$ cat config.mk
export PLATFORM = sky130hd
export DESIGN_NAME = audio_block_peak_energy_meter_flat
export DESIGN_NICKNAME = d
export VERILOG_FILES = /design/src/rtl/core/abm_pkg.sv /design/src/rtl/core/abm_if.sv /design/src/rtl/core/abm_lane.sv /design/src/rtl/core/abm_merge.sv /design/src/rtl/core/audio_block_peak_energy_meter.sv /design/src/flat_wrapper.sv
export SDC_FILE = /design/constraint.sdc
export NUM_CORES = 2
export LEC_CHECK = 0
export BUFFER_PORTS_ARGS = -buffer_cell sky130_fd_sc_hd__buf_2
export CAP_MARGIN = 15
export CORE_ASPECT_RATIO = 0.8
export CORE_MARGIN = 3
export CORE_UTILIZATION = 50
export CTS_CLUSTER_SIZE = 30
export DETAILED_ROUTE_END_ITERATION = 16
export PLACE_DENSITY = 0.68
export SLEW_MARGIN = 20
export SYNTH_ARGS = -nofsm -noshare
export SYNTH_HDL_FRONTEND = slang
export SYNTH_SLANG_ARGS = --single-unit
export TNS_END_PERCENT = 30
$ cat constraint.sdc
create_clock -name i_clk -period 14.25 [get_ports i_clk]
set_clock_uncertainty 0.1 [all_clocks]
set_input_delay 0 -clock i_clk [delete_from_list [all_inputs] [get_ports i_clk]]
set_output_delay 0 -clock i_clk [all_outputs]
set_load 0.01 [all_outputs]
$ cat src/rtl/core/abm_pkg.sv
package abm_pkg;

    localparam int LEVEL_W   = 16;
    localparam int SQ_W      = 32;
    localparam int CHUNK_W   = 40;
    localparam int CLEN_W    = 16;
    localparam int BLEN_W    = 20;
    localparam int ENERGY_W  = 52;
    localparam int DIFF_W    = 17;
    localparam int DELTA_W   = 56;
    localparam int TOTAL_W   = 40;
    localparam int NCH_W     = 2;
    localparam int PADDR_W   = 4;
    localparam int PDATA_W   = 32;
    localparam int NUM_LANES = 2;
    localparam int NUM_SLOTS = 4;

    localparam logic [NCH_W-1:0]  NCH_STEREO  = 2'd2;
    localparam logic [NCH_W-1:0]  NCH_RESET   = 2'd2;
    localparam logic [CLEN_W-1:0] CLEN_RESET  = 16'd11025;
    localparam logic [BLEN_W-1:0] BLEN_RESET  = 20'd132300;

    localparam logic [1:0] REG_NUM_CHANNELS = 2'd0;
    localparam logic [1:0] REG_CHUNK_LENGTH = 2'd1;
    localparam logic [1:0] REG_BLOCK_LENGTH = 2'd2;

    localparam int SLOT_CHUNK   = 0;
    localparam int SLOT_BLOCK0  = 1;
    localparam int SLOT_BLOCK1  = 2;
    localparam int SLOT_SUMMARY = 3;

    typedef enum logic [1:0] {
        KIND_CHUNK   = 2'd0,
        KIND_BLOCK   = 2'd1,
        KIND_SUMMARY = 2'd2
    } t_kind;

    typedef struct packed {
        logic              stereo;
        logic [CLEN_W-1:0] clen;
        logic [BLEN_W-1:0] blen;
    } t_cfg;

    typedef struct packed {
        logic load;
        logic adv;
        logic use_lane;
        logic clear;
    } t_lane_ctl;

    typedef struct packed {
        logic [LEVEL_W-1:0]  peak;
        logic [ENERGY_W-1:0] energy;
    } t_lane_stat;

    typedef struct packed {
        t_kind               kind;
        logic                channel;
        logic [CHUNK_W-1:0]  chunk_sum;
        logic [LEVEL_W-1:0]  peak;
        logic [ENERGY_W-1:0] energy;
        logic [BLEN_W-1:0]   frames_in_block;
        logic [DELTA_W-1:0]  delta_sum;
        logic [TOTAL_W-1:0]  total_frames;
        logic                last;
    } t_result;

endpackage

$ cat src/rtl/core/abm_if.sv
interface abm_frame_if;
    import abm_pkg::*;

    logic                     valid;
    logic                     ready;
    logic signed [LEVEL_W-1:0] sample_ch0;
    logic signed [LEVEL_W-1:0] sample_ch1;
    logic                     end_of_stream;

    modport source (output valid, sample_ch0, sample_ch1, end_of_stream, input ready);
    modport sink   (input valid, sample_ch0, sample_ch1, end_of_stream, output ready);
endinterface

interface abm_result_if;
    import abm_pkg::*;

    logic                valid;
    logic                ready;
    logic [1:0]          kind;
    logic                channel;
    logic [CHUNK_W-1:0]  chunk_sum;
    logic [LEVEL_W-1:0]  peak;
    logic [ENERGY_W-1:0] energy;
    logic [BLEN_W-1:0]   frames_in_block;
    logic [DELTA_W-1:0]  delta_sum;
    logic [TOTAL_W-1:0]  total_frames;
    logic                last;

    modport source (output valid, kind, channel, chunk_sum, peak, energy, frames_in_block,
                    delta_sum, total_frames, last, input ready);
    modport sink   (input valid, kind, channel, chunk_sum, peak, energy, frames_in_block,
                    delta_sum, total_frames, last, output ready);
endinterface

$ cat src/rtl/core/abm_lane.sv
module abm_lane (
    input  logic                              i_clk,
    input  logic                              i_rst_n,
    input  logic signed [abm_pkg::LEVEL_W-1:0] i_sample,
    input  abm_pkg::t_lane_ctl                i_ctl,
    output logic [abm_pkg::LEVEL_W-1:0]       o_level,
    output abm_pkg::t_lane_stat               o_stat
);
    import abm_pkg::*;

    logic [LEVEL_W-1:0]  r_level;
    logic [SQ_W-1:0]     r_sq;
    logic [LEVEL_W-1:0]  r_peak;
    logic [ENERGY_W-1:0] r_energy;
    logic [LEVEL_W-1:0]  n_level;
    logic [LEVEL_W-1:0]  n_peak;
    logic [ENERGY_W-1:0] n_energy;
    logic [ENERGY_W:0]   energy_sum;

    // |2s+1| is the one's complement magnitude with a trailing one
    assign n_level = {(i_sample[LEVEL_W-1] ? ~i_sample[LEVEL_W-2:0] : i_sample[LEVEL_W-2:0]),
                      1'b1};

    always_ff @(posedge i_clk) begin
        if (i_ctl.load) begin
            r_level <= n_level;
            r_sq    <= SQ_W'(n_level) * SQ_W'(n_level);
        end
    end

    assign energy_sum = {1'b0, r_energy} + (ENERGY_W + 1)'(r_sq);

    always_comb begin
        if (i_ctl.use_lane) begin
            n_peak   = (r_level > r_peak) ? r_level : r_peak;
            n_energy = energy_sum[ENERGY_W] ? {ENERGY_W{1'b1}} : energy_sum[ENERGY_W-1:0];
        end else begin
            n_peak   = r_peak;
            n_energy = r_energy;
        end
    end

    always_ff @(posedge i_clk) begin
        if (!i_rst_n) begin
            r_peak   <= '0;
            r_energy <= '0;
        end else if (i_ctl.adv) begin
            r_peak   <= i_ctl.clear ? '0 : n_peak;
            r_energy <= i_ctl.clear ? '0 : n_energy;
        end
    end

    assign o_level       = r_level;
    assign o_stat.peak   = n_peak;
    assign o_stat.energy = n_energy;

endmodule

$ cat src/rtl/core/abm_merge.sv
module abm_merge (
    input  logic                               i_clk,
    input  logic                               i_rst_n,
    input  abm_pkg::t_cfg                      i_cfg,
    input  logic signed [abm_pkg::LEVEL_W-1:0] i_sample0,
    input  logic signed [abm_pkg::LEVEL_W-1:0] i_sample1,
    input  logic                               i_load,
    input  logic                               i_adv,
    input  logic                               i_eos,
    input  logic [abm_pkg::LEVEL_W-1:0]        i_level0,
    input  logic [abm_pkg::LEVEL_W-1:0]        i_level1,
    input  abm_pkg::t_lane_stat                i_stat0,
    input  abm_pkg::t_lane_stat                i_stat1,
    input  logic                               i_ready,
    output logic                               o_block_done,
    output logic                               o_free,
    output logic                               o_valid,
    output abm_pkg::t_result                   o_result
);
    import abm_pkg::*;

    logic [DIFF_W-1:0]    r_diff;
    logic [CHUNK_W-1:0]   r_chunk;
    logic [CLEN_W-1:0]    r_ccnt;
    logic [BLEN_W-1:0]    r_bcnt;
    logic [DELTA_W-1:0]   r_delta;
    logic [TOTAL_W-1:0]   r_total;
    logic [NUM_SLOTS-1:0] r_pend;

    logic [CHUNK_W-1:0]   r_b_chunk;
    t_lane_stat           r_b_stat0;
    t_lane_stat           r_b_stat1;
    logic [BLEN_W-1:0]    r_b_fib;
    logic [DELTA_W-1:0]   r_b_delta;
    logic [TOTAL_W-1:0]   r_b_total;

    logic signed [LEVEL_W:0] diff_s;
    logic [LEVEL_W:0]        diff_mag;
    logic [CHUNK_W:0]        chunk_sum;
    logic [CHUNK_W-1:0]      n_chunk;
    logic [CLEN_W:0]         ccnt_inc;
    logic                    chunk_done;
    logic [BLEN_W:0]         bcnt_inc;
    logic [DELTA_W:0]        delta_sum;
    logic [DELTA_W-1:0]      n_delta;
    logic [TOTAL_W:0]        total_sum;
    logic [TOTAL_W-1:0]      n_total;
    logic [NUM_SLOTS-1:0]    n_pend;
    logic [NUM_SLOTS-1:0]    pend_rest;
    logic                    fire;

    assign diff_s   = (LEVEL_W + 1)'(i_sample0) - (LEVEL_W + 1)'(i_sample1);
    assign diff_mag = diff_s[LEVEL_W] ? (LEVEL_W + 1)'(-diff_s) : diff_s;

    always_ff @(posedge i_clk) begin
        if (i_load) begin
            r_diff <= {diff_mag[LEVEL_W-1:0], 1'b0};
        end
    end

    assign chunk_sum  = {1'b0, r_chunk} + (CHUNK_W + 1)'(i_level0)
                        + (i_cfg.stereo ? (CHUNK_W + 1)'(i_level1) : '0);
    assign n_chunk    = chunk_sum[CHUNK_W] ? {CHUNK_W{1'b1}} : chunk_sum[CHUNK_W-1:0];
    assign ccnt_inc   = {1'b0, r_ccnt} + 1'b1;
    assign chunk_done = ccnt_inc >= {1'b0, i_cfg.clen};

    assign bcnt_inc     = {1'b0, r_bcnt} + 1'b1;
    assign o_block_done = (bcnt_inc >= {1'b0, i_cfg.blen}) || i_eos;

    assign delta_sum = {1'b0, r_delta} + (i_cfg.stereo ? (DELTA_W + 1)'(r_diff) : '0);
    assign n_delta   = delta_sum[DELTA_W] ? {DELTA_W{1'b1}} : delta_sum[DELTA_W-1:0];
    assign total_sum = {1'b0, r_total} + 1'b1;
    assign n_total   = total_sum[TOTAL_W] ? {TOTAL_W{1'b1}} : total_sum[TOTAL_W-1:0];

    always_ff @(posedge i_clk) begin
        if (!i_rst_n) begin
            r_chunk <= '0;
            r_ccnt  <= '0;
            r_bcnt  <= '0;
            r_delta <= '0;
            r_total <= '0;
        end else if (i_adv) begin
            r_chunk <= (chunk_done || i_eos) ? '0 : n_chunk;
            r_ccnt  <= (chunk_done || i_eos) ? '0 : ccnt_inc[CLEN_W-1:0];
            r_bcnt  <= o_block_done ? '0 : bcnt_inc[BLEN_W-1:0];
            r_delta <= i_eos ? '0 : n_delta;
            r_total <= i_eos ? '0 : n_total;
        end
    end

    assign pend_rest = r_pend & (r_pend - 1'b1);
    assign o_valid   = |r_pend;
    assign fire      = o_valid && i_ready;
    assign o_free    = (pend_rest == '0) && (!o_valid || i_ready);

    always_comb begin
        n_pend               = '0;
        n_pend[SLOT_CHUNK]   = chunk_done;
        n_pend[SLOT_BLOCK0]  = o_block_done;
        n_pend[SLOT_BLOCK1]  = o_block_done && i_cfg.stereo;
        n_pend[SLOT_SUMMARY] = i_eos;
    end

    always_ff @(posedge i_clk) begin
        if (!i_rst_n) begin
            r_pend <= '0;
        end else if (i_adv) begin
            r_pend <= n_pend;
        end else if (fire) begin
            r_pend <= pend_rest;
        end
    end

    always_ff @(posedge i_clk) begin
        if (i_adv) begin
            r_b_chunk <= n_chunk;
            r_b_stat0 <= i_stat0;
            r_b_stat1 <= i_stat1;
            r_b_fib   <= bcnt_inc[BLEN_W-1:0];
            r_b_delta <= n_delta;
            r_b_total <= n_total;
        end
    end

    always_comb begin
        o_result      = '0;
        o_result.last = (pend_rest == '0);
        if (r_pend[SLOT_CHUNK]) begin
            o_result.kind      = KIND_CHUNK;
            o_result.chunk_sum = r_b_chunk;
        end else if (r_pend[SLOT_BLOCK0]) begin
            o_result.kind            = KIND_BLOCK;
            o_result.peak            = r_b_stat0.peak;
            o_result.energy          = r_b_stat0.energy;
            o_result.frames_in_block = r_b_fib;
        end else if (r_pend[SLOT_BLOCK1]) begin
            o_result.kind            = KIND_BLOCK;
            o_result.channel         = 1'b1;
            o_result.peak            = r_b_stat1.peak;
            o_result.energy          = r_b_stat1.energy;
            o_result.frames_in_block = r_b_fib;
        end else begin
            o_result.kind         = KIND_SUMMARY;
            o_result.delta_sum    = r_b_delta;
            o_result.total_frames = r_b_total;
        end
    end

endmodule

$ cat src/rtl/core/audio_block_peak_energy_meter.sv
// Channel   Role    Handshake        Payload
// i_frame   sink    valid/ready      sample_ch0, sample_ch1, end_of_stream
// o_result  source  valid/ready      kind, channel, sums, peak, energy, counts, last
// apb       slave   psel/penable     num_channels @0x0, chunk_length @0x4, block_length @0x8
//
// One frame per cycle while the merge stage is free; a frame passes the lane stage register into
// the result register. A frame ending a chunk, block or stream holds the merge stage until its
// results drain, one per cycle while o_result.ready is high (up to four), with input stalled meanwhile.
// Synchronous active-low reset clears all accumulators and pending results.
// Output stall backs up through the result register into the lane stage and i_frame.ready.
module audio_block_peak_energy_meter (
    input  logic                          i_clk,
    input  logic                          i_rst_n,
    abm_frame_if.sink                     i_frame,
    abm_result_if.source                  o_result,
    input  logic                          psel,
    input  logic                          penable,
    input  logic                          pwrite,
    input  logic [abm_pkg::PADDR_W-1:0]   paddr,
    input  logic [abm_pkg::PDATA_W-1:0]   pwdata,
    output logic [abm_pkg::PDATA_W-1:0]   prdata,
    output logic                          pready
);
    import abm_pkg::*;

    logic [NCH_W-1:0]  r_num_channels;
    logic [CLEN_W-1:0] r_chunk_length;
    logic [BLEN_W-1:0] r_block_length;
    logic              r_s1_valid;
    logic              r_s1_eos;

    t_cfg              cfg;
    t_lane_ctl         ctl0;
    t_lane_ctl         ctl1;
    t_lane_stat        stat0;
    t_lane_stat        stat1;
    t_result           res;
    logic [LEVEL_W-1:0] level0;
    logic [LEVEL_W-1:0] level1;
    logic              cfg_wr;
    logic              s1_load;
    logic              s2_adv;
    logic              merge_free;
    logic              block_done;
    logic              res_valid;

    assign pready = 1'b1;
    assign cfg_wr = psel && penable && pwrite;

    always_ff @(posedge i_clk) begin
        if (!i_rst_n) begin
            r_num_channels <= NCH_RESET;
            r_chunk_length <= CLEN_RESET;
            r_block_length <= BLEN_RESET;
        end else if (cfg_wr) begin
            case (paddr[PADDR_W-1:2])
                REG_NUM_CHANNELS: r_num_channels <= pwdata[NCH_W-1:0];
                REG_CHUNK_LENGTH: r_chunk_length <= pwdata[CLEN_W-1:0];
                REG_BLOCK_LENGTH: r_block_length <= pwdata[BLEN_W-1:0];
                default: ;
            endcase
        end
    end

    always_comb begin
        case (paddr[PADDR_W-1:2])
            REG_NUM_CHANNELS: prdata = PDATA_W'(r_num_channels);
            REG_CHUNK_LENGTH: prdata = PDATA_W'(r_chunk_length);
            REG_BLOCK_LENGTH: prdata = PDATA_W'(r_block_length);
            default:          prdata = '0;
        endcase
    end

    assign cfg.stereo = (r_num_channels == NCH_STEREO);
    assign cfg.clen   = (r_chunk_length == '0) ? CLEN_W'(1) : r_chunk_length;
    assign cfg.blen   = (r_block_length == '0) ? BLEN_W'(1) : r_block_length;

    assign s2_adv        = r_s1_valid && merge_free;
    assign i_frame.ready = !r_s1_valid || s2_adv;
    assign s1_load       = i_frame.valid && i_frame.ready;

    always_ff @(posedge i_clk) begin
        if (!i_rst_n) begin
            r_s1_valid <= 1'b0;
        end else if (s1_load) begin
            r_s1_valid <= 1'b1;
        end else if (s2_adv) begin
            r_s1_valid <= 1'b0;
        end
    end

    always_ff @(posedge i_clk) begin
        if (s1_load) begin
            r_s1_eos <= i_frame.end_of_stream;
        end
    end

    assign ctl0.load     = s1_load;
    assign ctl0.adv      = s2_adv;
    assign ctl0.use_lane = 1'b1;
    assign ctl0.clear    = block_done;
    assign ctl1.load     = s1_load;
    assign ctl1.adv      = s2_adv;
    assign ctl1.use_lane = cfg.stereo;
    assign ctl1.clear    = r_s1_eos || (cfg.stereo && block_done);

    abm_lane u_lane0 (
        .i_clk    (i_clk),
        .i_rst_n  (i_rst_n),
        .i_sample (i_frame.sample_ch0),
        .i_ctl    (ctl0),
        .o_level  (level0),
        .o_stat   (stat0)
    );

    abm_lane u_lane1 (
        .i_clk    (i_clk),
        .i_rst_n  (i_rst_n),
        .i_sample (i_frame.sample_ch1),
        .i_ctl    (ctl1),
        .o_level  (level1),
        .o_stat   (stat1)
    );

    abm_merge u_merge (
        .i_clk        (i_clk),
        .i_rst_n      (i_rst_n),
        .i_cfg        (cfg),
        .i_sample0    (i_frame.sample_ch0),
        .i_sample1    (i_frame.sample_ch1),
        .i_load       (s1_load),
        .i_adv        (s2_adv),
        .i_eos        (r_s1_eos),
        .i_level0     (level0),
        .i_level1     (level1),
        .i_stat0      (stat0),
        .i_stat1      (stat1),
        .i_ready      (o_result.ready),
        .o_block_done (block_done),
        .o_free       (merge_free),
        .o_valid      (res_valid),
        .o_result     (res)
    );

    assign o_result.valid           = res_valid;
    assign o_result.kind            = res.kind;
    assign o_result.channel         = res.channel;
    assign o_result.chunk_sum       = res.chunk_sum;
    assign o_result.peak            = res.peak;
    assign o_result.energy          = res.energy;
    assign o_result.frames_in_block = res.frames_in_block;
    assign o_result.delta_sum       = res.delta_sum;
    assign o_result.total_frames    = res.total_frames;
    assign o_result.last            = res.last;

`ifndef NO_ASSERTIONS
    a_summary_last: assert property (@(posedge i_clk) disable iff (!i_rst_n)
        (res_valid && res.kind == KIND_SUMMARY) |-> res.last)
        else $error("summary result is not the last of its frame");

    a_mono_no_ch1: assert property (@(posedge i_clk) disable iff (!i_rst_n)
        (res_valid && res.kind == KIND_BLOCK && res.channel) |-> cfg.stereo)
        else $error("channel 1 block stats emitted in mono");

    a_drain_then_new: assert property (@(posedge i_clk) disable iff (!i_rst_n)
        (res_valid && o_result.ready && res.last) |=> (!res_valid || $past(s2_adv)))
        else $error("results appeared without a merge advance");
`endif

endmodule

$ cat src/flat_wrapper.sv
// flat-port wrapper written by rule: the top's interface ports become plain ports
module audio_block_peak_energy_meter_flat import abm_pkg::*;
  (i_clk, i_rst_n, psel, penable, pwrite, paddr, pwdata, prdata, pready, i_frame_valid, i_frame_sample_ch0, i_frame_sample_ch1, i_frame_end_of_stream, i_frame_ready, o_result_valid, o_result_kind, o_result_channel, o_result_chunk_sum, o_result_peak, o_result_energy, o_result_frames_in_block, o_result_delta_sum, o_result_total_frames, o_result_last, o_result_ready);
  abm_frame_if i_frame_i ();
  abm_result_if o_result_i ();
  input  logic i_clk;
  input  logic i_rst_n;
  input  logic psel;
  input  logic penable;
  input  logic pwrite;
  input  logic [abm_pkg::PADDR_W-1:0] paddr;
  input  logic [abm_pkg::PDATA_W-1:0] pwdata;
  output logic [abm_pkg::PDATA_W-1:0] prdata;
  output logic pready;
  input wire logic [$bits(i_frame_i.valid)-1:0] i_frame_valid;
  input wire logic [$bits(i_frame_i.sample_ch0)-1:0] i_frame_sample_ch0;
  input wire logic [$bits(i_frame_i.sample_ch1)-1:0] i_frame_sample_ch1;
  input wire logic [$bits(i_frame_i.end_of_stream)-1:0] i_frame_end_of_stream;
  output wire logic [$bits(i_frame_i.ready)-1:0] i_frame_ready;
  output wire logic [$bits(o_result_i.valid)-1:0] o_result_valid;
  output wire logic [$bits(o_result_i.kind)-1:0] o_result_kind;
  output wire logic [$bits(o_result_i.channel)-1:0] o_result_channel;
  output wire logic [$bits(o_result_i.chunk_sum)-1:0] o_result_chunk_sum;
  output wire logic [$bits(o_result_i.peak)-1:0] o_result_peak;
  output wire logic [$bits(o_result_i.energy)-1:0] o_result_energy;
  output wire logic [$bits(o_result_i.frames_in_block)-1:0] o_result_frames_in_block;
  output wire logic [$bits(o_result_i.delta_sum)-1:0] o_result_delta_sum;
  output wire logic [$bits(o_result_i.total_frames)-1:0] o_result_total_frames;
  output wire logic [$bits(o_result_i.last)-1:0] o_result_last;
  input wire logic [$bits(o_result_i.ready)-1:0] o_result_ready;
  assign i_frame_i.valid = i_frame_valid;
  assign i_frame_i.sample_ch0 = i_frame_sample_ch0;
  assign i_frame_i.sample_ch1 = i_frame_sample_ch1;
  assign i_frame_i.end_of_stream = i_frame_end_of_stream;
  assign i_frame_ready = i_frame_i.ready;
  assign o_result_valid = o_result_i.valid;
  assign o_result_kind = o_result_i.kind;
  assign o_result_channel = o_result_i.channel;
  assign o_result_chunk_sum = o_result_i.chunk_sum;
  assign o_result_peak = o_result_i.peak;
  assign o_result_energy = o_result_i.energy;
  assign o_result_frames_in_block = o_result_i.frames_in_block;
  assign o_result_delta_sum = o_result_i.delta_sum;
  assign o_result_total_frames = o_result_i.total_frames;
  assign o_result_last = o_result_i.last;
  assign o_result_i.ready = o_result_ready;
  audio_block_peak_energy_meter u_core (.i_clk(i_clk), .i_rst_n(i_rst_n), .i_frame(i_frame_i), .o_result(o_result_i), .psel(psel), .penable(penable), .pwrite(pwrite), .paddr(paddr), .pwdata(pwdata), .prdata(prdata), .pready(pready));
endmodule
# --- Word-level counts from Yosys, hierarchy flattened ---
# Index checks and enable logic that the tools add are counted.
word_totals:
  elab_cells: 117
  input_bits: 76
  register_bits: 754
  output_inout_bits: 263
op_classes:
  mux: 42
  order_cmp: 4
  bitwise: 3
  addsub: 11
  n_reduce_logical: 24
  mul: 2
  n_eq_ne: 3
ops:
  columns: ["operator", "n"]
  rows:
  - ["$mux 52", 5]
  - ["$mux 40", 5]
  - ["$mux 96", 2]
  - ["$mux 184", 1]
  - ["$mux 88", 2]
  - ["$mux 16", 9]
  - ["$mux 56", 2]
  - ["$add 52x32->53", 2]
  - ["$mul 16x16->32", 2]
  - ["$pmux 20 s3", 1]
  - ["$add 56x17->57", 1]
  - ["$add 40x1->41 const B", 1]
  - ["$add 40x16->41", 1]
  - ["$add 41x16->41", 1]
  - ["$mux 20", 2]
  - ["$gt 16x16->1", 2]
  - ["$mux 15", 2]
  - ["$not 15->15", 2]
  - ["$add 20x1->21 const B", 1]
  - ["$ge 21x20->1", 1]
  - ["$logic_not 20->1", 1]
  - ["$add 16x1->17 const B", 1]
  - ["$ge 17x16->1", 1]
  - ["$mux 17", 1]
  - ["other kinds (18)", 40]

# --- Logic depth before layout (Yosys ltp) ---
depth:
  ltp_word: 8
  mapped_depth: 29
  depth_no_buf: 26

# --- Modules after synthesis ---
# A second synthesis with hierarchy kept.
hier_totals:
  hier_cells: 5909
  hier_area_um2: 55822.3
modules_own_cells:
  columns: ["mod", "cells_each", "seq_area_each_um2", "area_each_um2", "instances"]
  rows:
  - ["abm_merge", 2466, 12772.2, 25404.4, 1]
  - ["abm_lane (u_core.u_lane1)", 1577, 2682.6, 14181.1, 1]
  - ["abm_lane (u_core.u_lane0)", 1590, 2682.6, 14047.2, 1]
  - ["audio_block_peak_energy_meter", 276, 810.8, 2189.6, 1]

# --- Worst setup path before layout ---
# OpenSTA, ideal clock, no wires.
synth_timing:
  path_type: "reg-to-reg"
  startpoint: "register u_core.u_merge.r_pend[1]"
  endpoint: "register u_core.u_merge.r_delta[27]"
  setup_time_ps: 539
  stages_incl_launch_ff: 11
  slack_ps: 3332
  path_buffers: 4
  t_required_ps: 13611
  period_less_slack_ps: 10918
  t_arrival_ps: 10279
  cell_sequence: "dfxtp_1 buf_2 maj3_1 o21bai_1 a21boi_1 nand2_2 inv_2 clkbuf_1 clkbuf_1 clkbuf_1 a211oi_1"
synth_via:
  elab_chain_len: 5
  word_cells_on_any_way: 8
  cone_classes: "add/sub (1); bitwise (1); reduce/logical (6)"
synth_rtl:
  columns: ["item", "line_no", "source"]
  rows:
  - ["start, declared", "abm_merge.sv:28", "logic [NUM_SLOTS-1:0] r_pend;"]
  - ["start signal, assigned", "abm_merge.sv:108", "r_pend <= n_pend;"]
  - ["start signal, assigned", "abm_merge.sv:110", "r_pend <= pend_rest;"]
  - ["$sub 4x1->4", "abm_merge.sv:91", "assign pend_rest = r_pend & (r_pend - 1'b1);"]
  - ["$and 4x4->4 (*)", "abm_merge.sv:91", null]
  - ["$logic_not 4->1 (*)", null, null]
  - ["net o_result_last", "flat_wrapper.sv:29", "output wire logic [$bits(o_result_i.last)-1:0] o_result_last;"]
  - ["$logic_and 1x1->1 (*)", "abm_merge.sv:94", "assign o_free = (pend_rest == '0) && (!o_valid || i_ready);"]
  - ["$logic_and 1x1->1 (*)", "audio_block_peak_energy_meter.sv:78", "assign s2_adv = r_s1_valid && merge_free;"]
  - ["net u_core.s2_adv", "audio_block_peak_energy_meter.sv:42", "logic s2_adv;"]
  - ["end signal, assigned", "abm_merge.sv:86", "r_delta <= i_eos ? '0 : n_delta;"]
  - ["end, declared", "abm_merge.sv:26", "logic [DELTA_W-1:0] r_delta;"]
# Mark *: on every way through the listed nets, which the timed path passes. The rest lies on a longest branch.
# A chain may end at the register's enable or synchronous reset.

# --- Worst setup path after layout ---
layout_timing:
  startpoint: "input port i_frame_sample_ch0[1]"
  endpoint: "register u_core.u_lane0.r_sq[30], data pin"
layout_via:
  elab_chain_len: 3
layout_rtl:
  columns: ["item", "line_no", "source"]
  rows:
  - ["start, declared", "flat_wrapper.sv:16", "input wire logic [$bits(i_frame_i.sample_ch0)-1:0] i_frame_sample_ch0;"]
  - ["$not 15->15", "abm_lane.sv:21", "assign n_level = {(i_sample[LEVEL_W-1] ? ~i_sample[LEVEL_W-2:0] : i_sample[LEVEL_W-2:0]),"]
  - ["$mux 15 (*)", "abm_lane.sv:21", null]
  - ["net u_core.u_lane0.n_level[2]", "abm_lane.sv:15", "logic [LEVEL_W-1:0] n_level;"]
  - ["$mul 16x16->32 (*)", "abm_lane.sv:27", "r_sq <= SQ_W'(n_level) * SQ_W'(n_level);"]
  - ["end signal, assigned", "abm_lane.sv:27", null]
  - ["end, declared", "abm_lane.sv:12", "logic [SQ_W-1:0] r_sq;"]
# Marks and branches as above.

==> results.py <==
metrics = {
    "status": {
        "status": "completed",
    },
    "detailed_routing": {
        "wirelength_um": 148000,
        "vias": 42600,
        "dr.pass1.iters": 7,
        "ant_nets": 0,
        "vias_per_cell": 5.70,
        "wl_per_cell_um": 19.9,
        "drc": 0,
        "drt_iter0_markers": 3916,
    },
    "synthesis": {
        "yosysMostFrequentCell": "inv_1",
        "yosys-top-cells-count": "642 x inv_1, 574 x nand2_1, 397 x edfxtp_1, 397 x nor2_1, 372 x ha_1",
        "yosysTopAreaCell": "edfxtp_1",
        "synthTopCellsByArea": "edfxtp_1 22%, dfxtp_1 13%, fa_1 13%, ha_1 8.6%, inv_1 4.5%",
        "synth_area_um2": 54000,
        "yosysTopAreaCellShare": 0.221,
        "async_flop_share": 0,
        "synth.avg_cell_area_um2": 9.49,
        "synth_cell_types": 103,
        "synth-seq-area-share": 0.351,
        "synth_edf_count": 397,
        "yosys_register_bits": 748,
        "yosys_warnings": 0,
        "syn_inst": 5692,
        "ys.flop_type": "edfxtp_1",
    },
    "sta": {
        "fmax_mhz": 131,
        "slew_violations": 0,
        "tns_ps": 0,
        "fin_crit_sh": 0.535,
        "worstMarginPinSlew_ps": 1160,
        "rsz0062_at_grt": "false",
        "setup_violations": 0,
        "finalHoldViolations": 0,
        "min_period_ps": 7630,
        "relSlewSlack": 0.219,
    },
    "placement": {
        "dp_hpwl_um": 108000,
        "io_buffers": 311,
        "gp_congestion": 0.911,
        "dpl_cell_area_um2": 56900,
    },
    "critical_path": {
        "path_class": "input port to flip-flop",
        "crit_fanout": 14,
        "worst_path_most_repeated_cell": "fa_1",
        "critPathMaxStageDelay_ps": 750,
        "cp.required_ps": 14560,
        "crit_arrival_ps": 7940,
        "cp-start-kind": "input port",
        "cp_slowest_cell": "clkinv_1",
        "endpoint_kind": "flip-flop",
    },
    "power": {
        "p_total_uw": 17100,
        "ir_worst_vdd_mv": 0.597,
        "power.density_nw_per_um2": 282,
        "power.static_leakage_uw": 0.0271,
    },
    "layout": {
        "num-fill-cells": 9393,
        "multi_input_area_um2": 31600,
        "drive_above_1_share": 0.102,
        "synthToLayoutAreaGrowth_pct": 11.8,
        "diodes": 0,
        "design_area_um2": 60400,
        "regArea_um2": 18900,
        "final_util": 0.565,
        "nets": 6775,
    },
    "floorplan": {
        "die_w_um": 373,
        "start_util": 0.505,
        "ios": 339,
        "design.core.area_um2": 107000,
        "rows": 107,
        "die-area_um2": 112000,
        "die_h_um": 300,
    },
    "clock_tree": {
        "clock_sinks": 748,
        "cts_tree": "built",
        "path_clk_slew_ps": 60,
        "cts_made_buffers": 81,
        "clockRootBuffer": "clkbuf_16",
        "cts_resized": 0,
        "htree_levels": 3,
        "clockBufferDepth": 3,
        "insertion_delay_ps": 690,
    },
    "global_routing": {
        "track_usage": 0.264,
        "overflow": 0,
        "grt_pass1_vias": 41700,
        "grt_max_degree": 149,
        "antenna_found_initial": 0,
        "grt_first_pass_wirelength_um": 235000,
    },
    "worst_hold_path": {
        "hp-class": "input port to flip-flop",
    },
    "run": {
        "cap_violations": 0,
    },
}
[worst max-delay path: cells and delay by family]
family	cells	cell delay, ps
adders and majority gates	7	3390
AOI/OAI and AO/OA	8	1660
buffers and inverters	8	1740
xor gates and xnor gates	2	750
and+or+nand+nor	1	380
[timing repair]
action | CTS | global route
hold endpoints to repair | 90 | 0
buffers inserted | 0 | 0
hold buffers | 88 | 0
[path summary, 6_finish.rpt]
path	startpoint	to	slack, ps	cells past startpoint
worst max-delay path	i_frame_sample_ch0[1]	u_core.u_lane0.r_sq[30]	6620	26
worst min-delay path	i_frame_sample_ch0[2]	u_core.u_merge.r_diff[3]	40	4
worst max register to register	u_core.u_merge.r_pend[0]	u_core.u_lane1.r_energy[23]	8190	12
worst min register to register	u_core.u_lane0.r_peak[9]	u_core.u_lane0.r_peak[9]	380	1
[layout make-up]
cell class	count	share of cell area
flip-flops and latches	748	0.314
well taps	1417	0.0294
inverters	659	0.0411
clock buffers	115	0.0370
multi-input cells	4033	0.524
repair buffers	462	0.0482
clock inverters	37	0.00682
[power by group]
group	switching [uW]	internal, uW
Sequential	129	3080
Combinational	7070	4670
Clock	906	1200
[logic make-up after synthesis]
| group | synth area share |
|---|---|
| AO/OA/AOI/OAI | 0.158 |
| other | 0.000139 |
| adder cells (fa/ha/maj) | 0.213 |
| AND/OR/NAND/NOR | 0.151 |
| flip-flops | 0.351 |
| multiplexers | 0.00704 |
| XOR/XNOR | 0.0527 |
| buffers and inverters | 0.0671 |
[layer usage]
layer,vias to the layer above,part of all wire,track usage
li1,20200,-,-
met1,20600,0.47,0.389
met2,1546,0.44,0.404
met3,250,0.071,0.0377
met4,0,0.029,0.0770
met5,-,0,0
[flip-flops by register name, summed over array words and instances (netlist names), 20 cells and up]
name                      flops
u_core.u_merge.r_b_chunk     40
u_core.u_lane0.r_energy      52
u_core.u_merge.r_bcnt        20
u_core.u_merge.r_chunk       40
u_core.u_lane0.r_sq          29
u_core.u_lane1.r_energy      52
u_core.u_merge.r_b_fib       20
u_core.u_merge.r_delta       56
u_core.u_merge.r_total       40
u_core.u_merge.r_b_stat0     68
u_core.u_merge.r_b_stat1     68
u_core.u_merge.r_b_delta     56
u_core.u_lane1.r_sq          29
u_core.r_block_length        20
u_core.u_merge.r_b_total     40
[metrics by stage]
| stage | setup WS, ps | hold slack (ps) | instances |
|---|---|---|---|
| after floorplan | 3330 | -1.13 | 5703 |
| after global placement | 6380 | 103 | 7231 |
| after detailed placement | 6250 | 99.5 | 7231 |
| after CTS | 6700 | 0.150 | 7471 |
| after global routing | 6340 | 52.2 | 7471 |
| final | 6620 | 40.5 | 7471 |
[cells in the final DEF (no fill, tap or decap), types with 68 or more instances in the layout]
master | netlist | routed
inv_1 | 642 | 641
nand2_1 | 574 | 572
edfxtp_1 | 397 | 397
nor2_1 | 397 | 393
ha_1 | 372 | 372
dfxtp_1 | 351 | 350
fa_1 | 342 | 342
buf_2 | 39 | 311
a21oi_1 | 291 | 291
xnor2_1 | 217 | 217
and2_1 | 218 | 217
o21ai_0 | 210 | 210
a22o_1 | 199 | 199
nand3_1 | 121 | 120
a21o_1 | 107 | 107
xor2_1 | 108 | 102
dlygate4sd3_1 | 0 | 88
clkbuf_16 | 0 | 83
and3_1 | 72 | 71
nand4_1 | 68 | 68
Note: power is estimated with default switching activity, not from simulation.
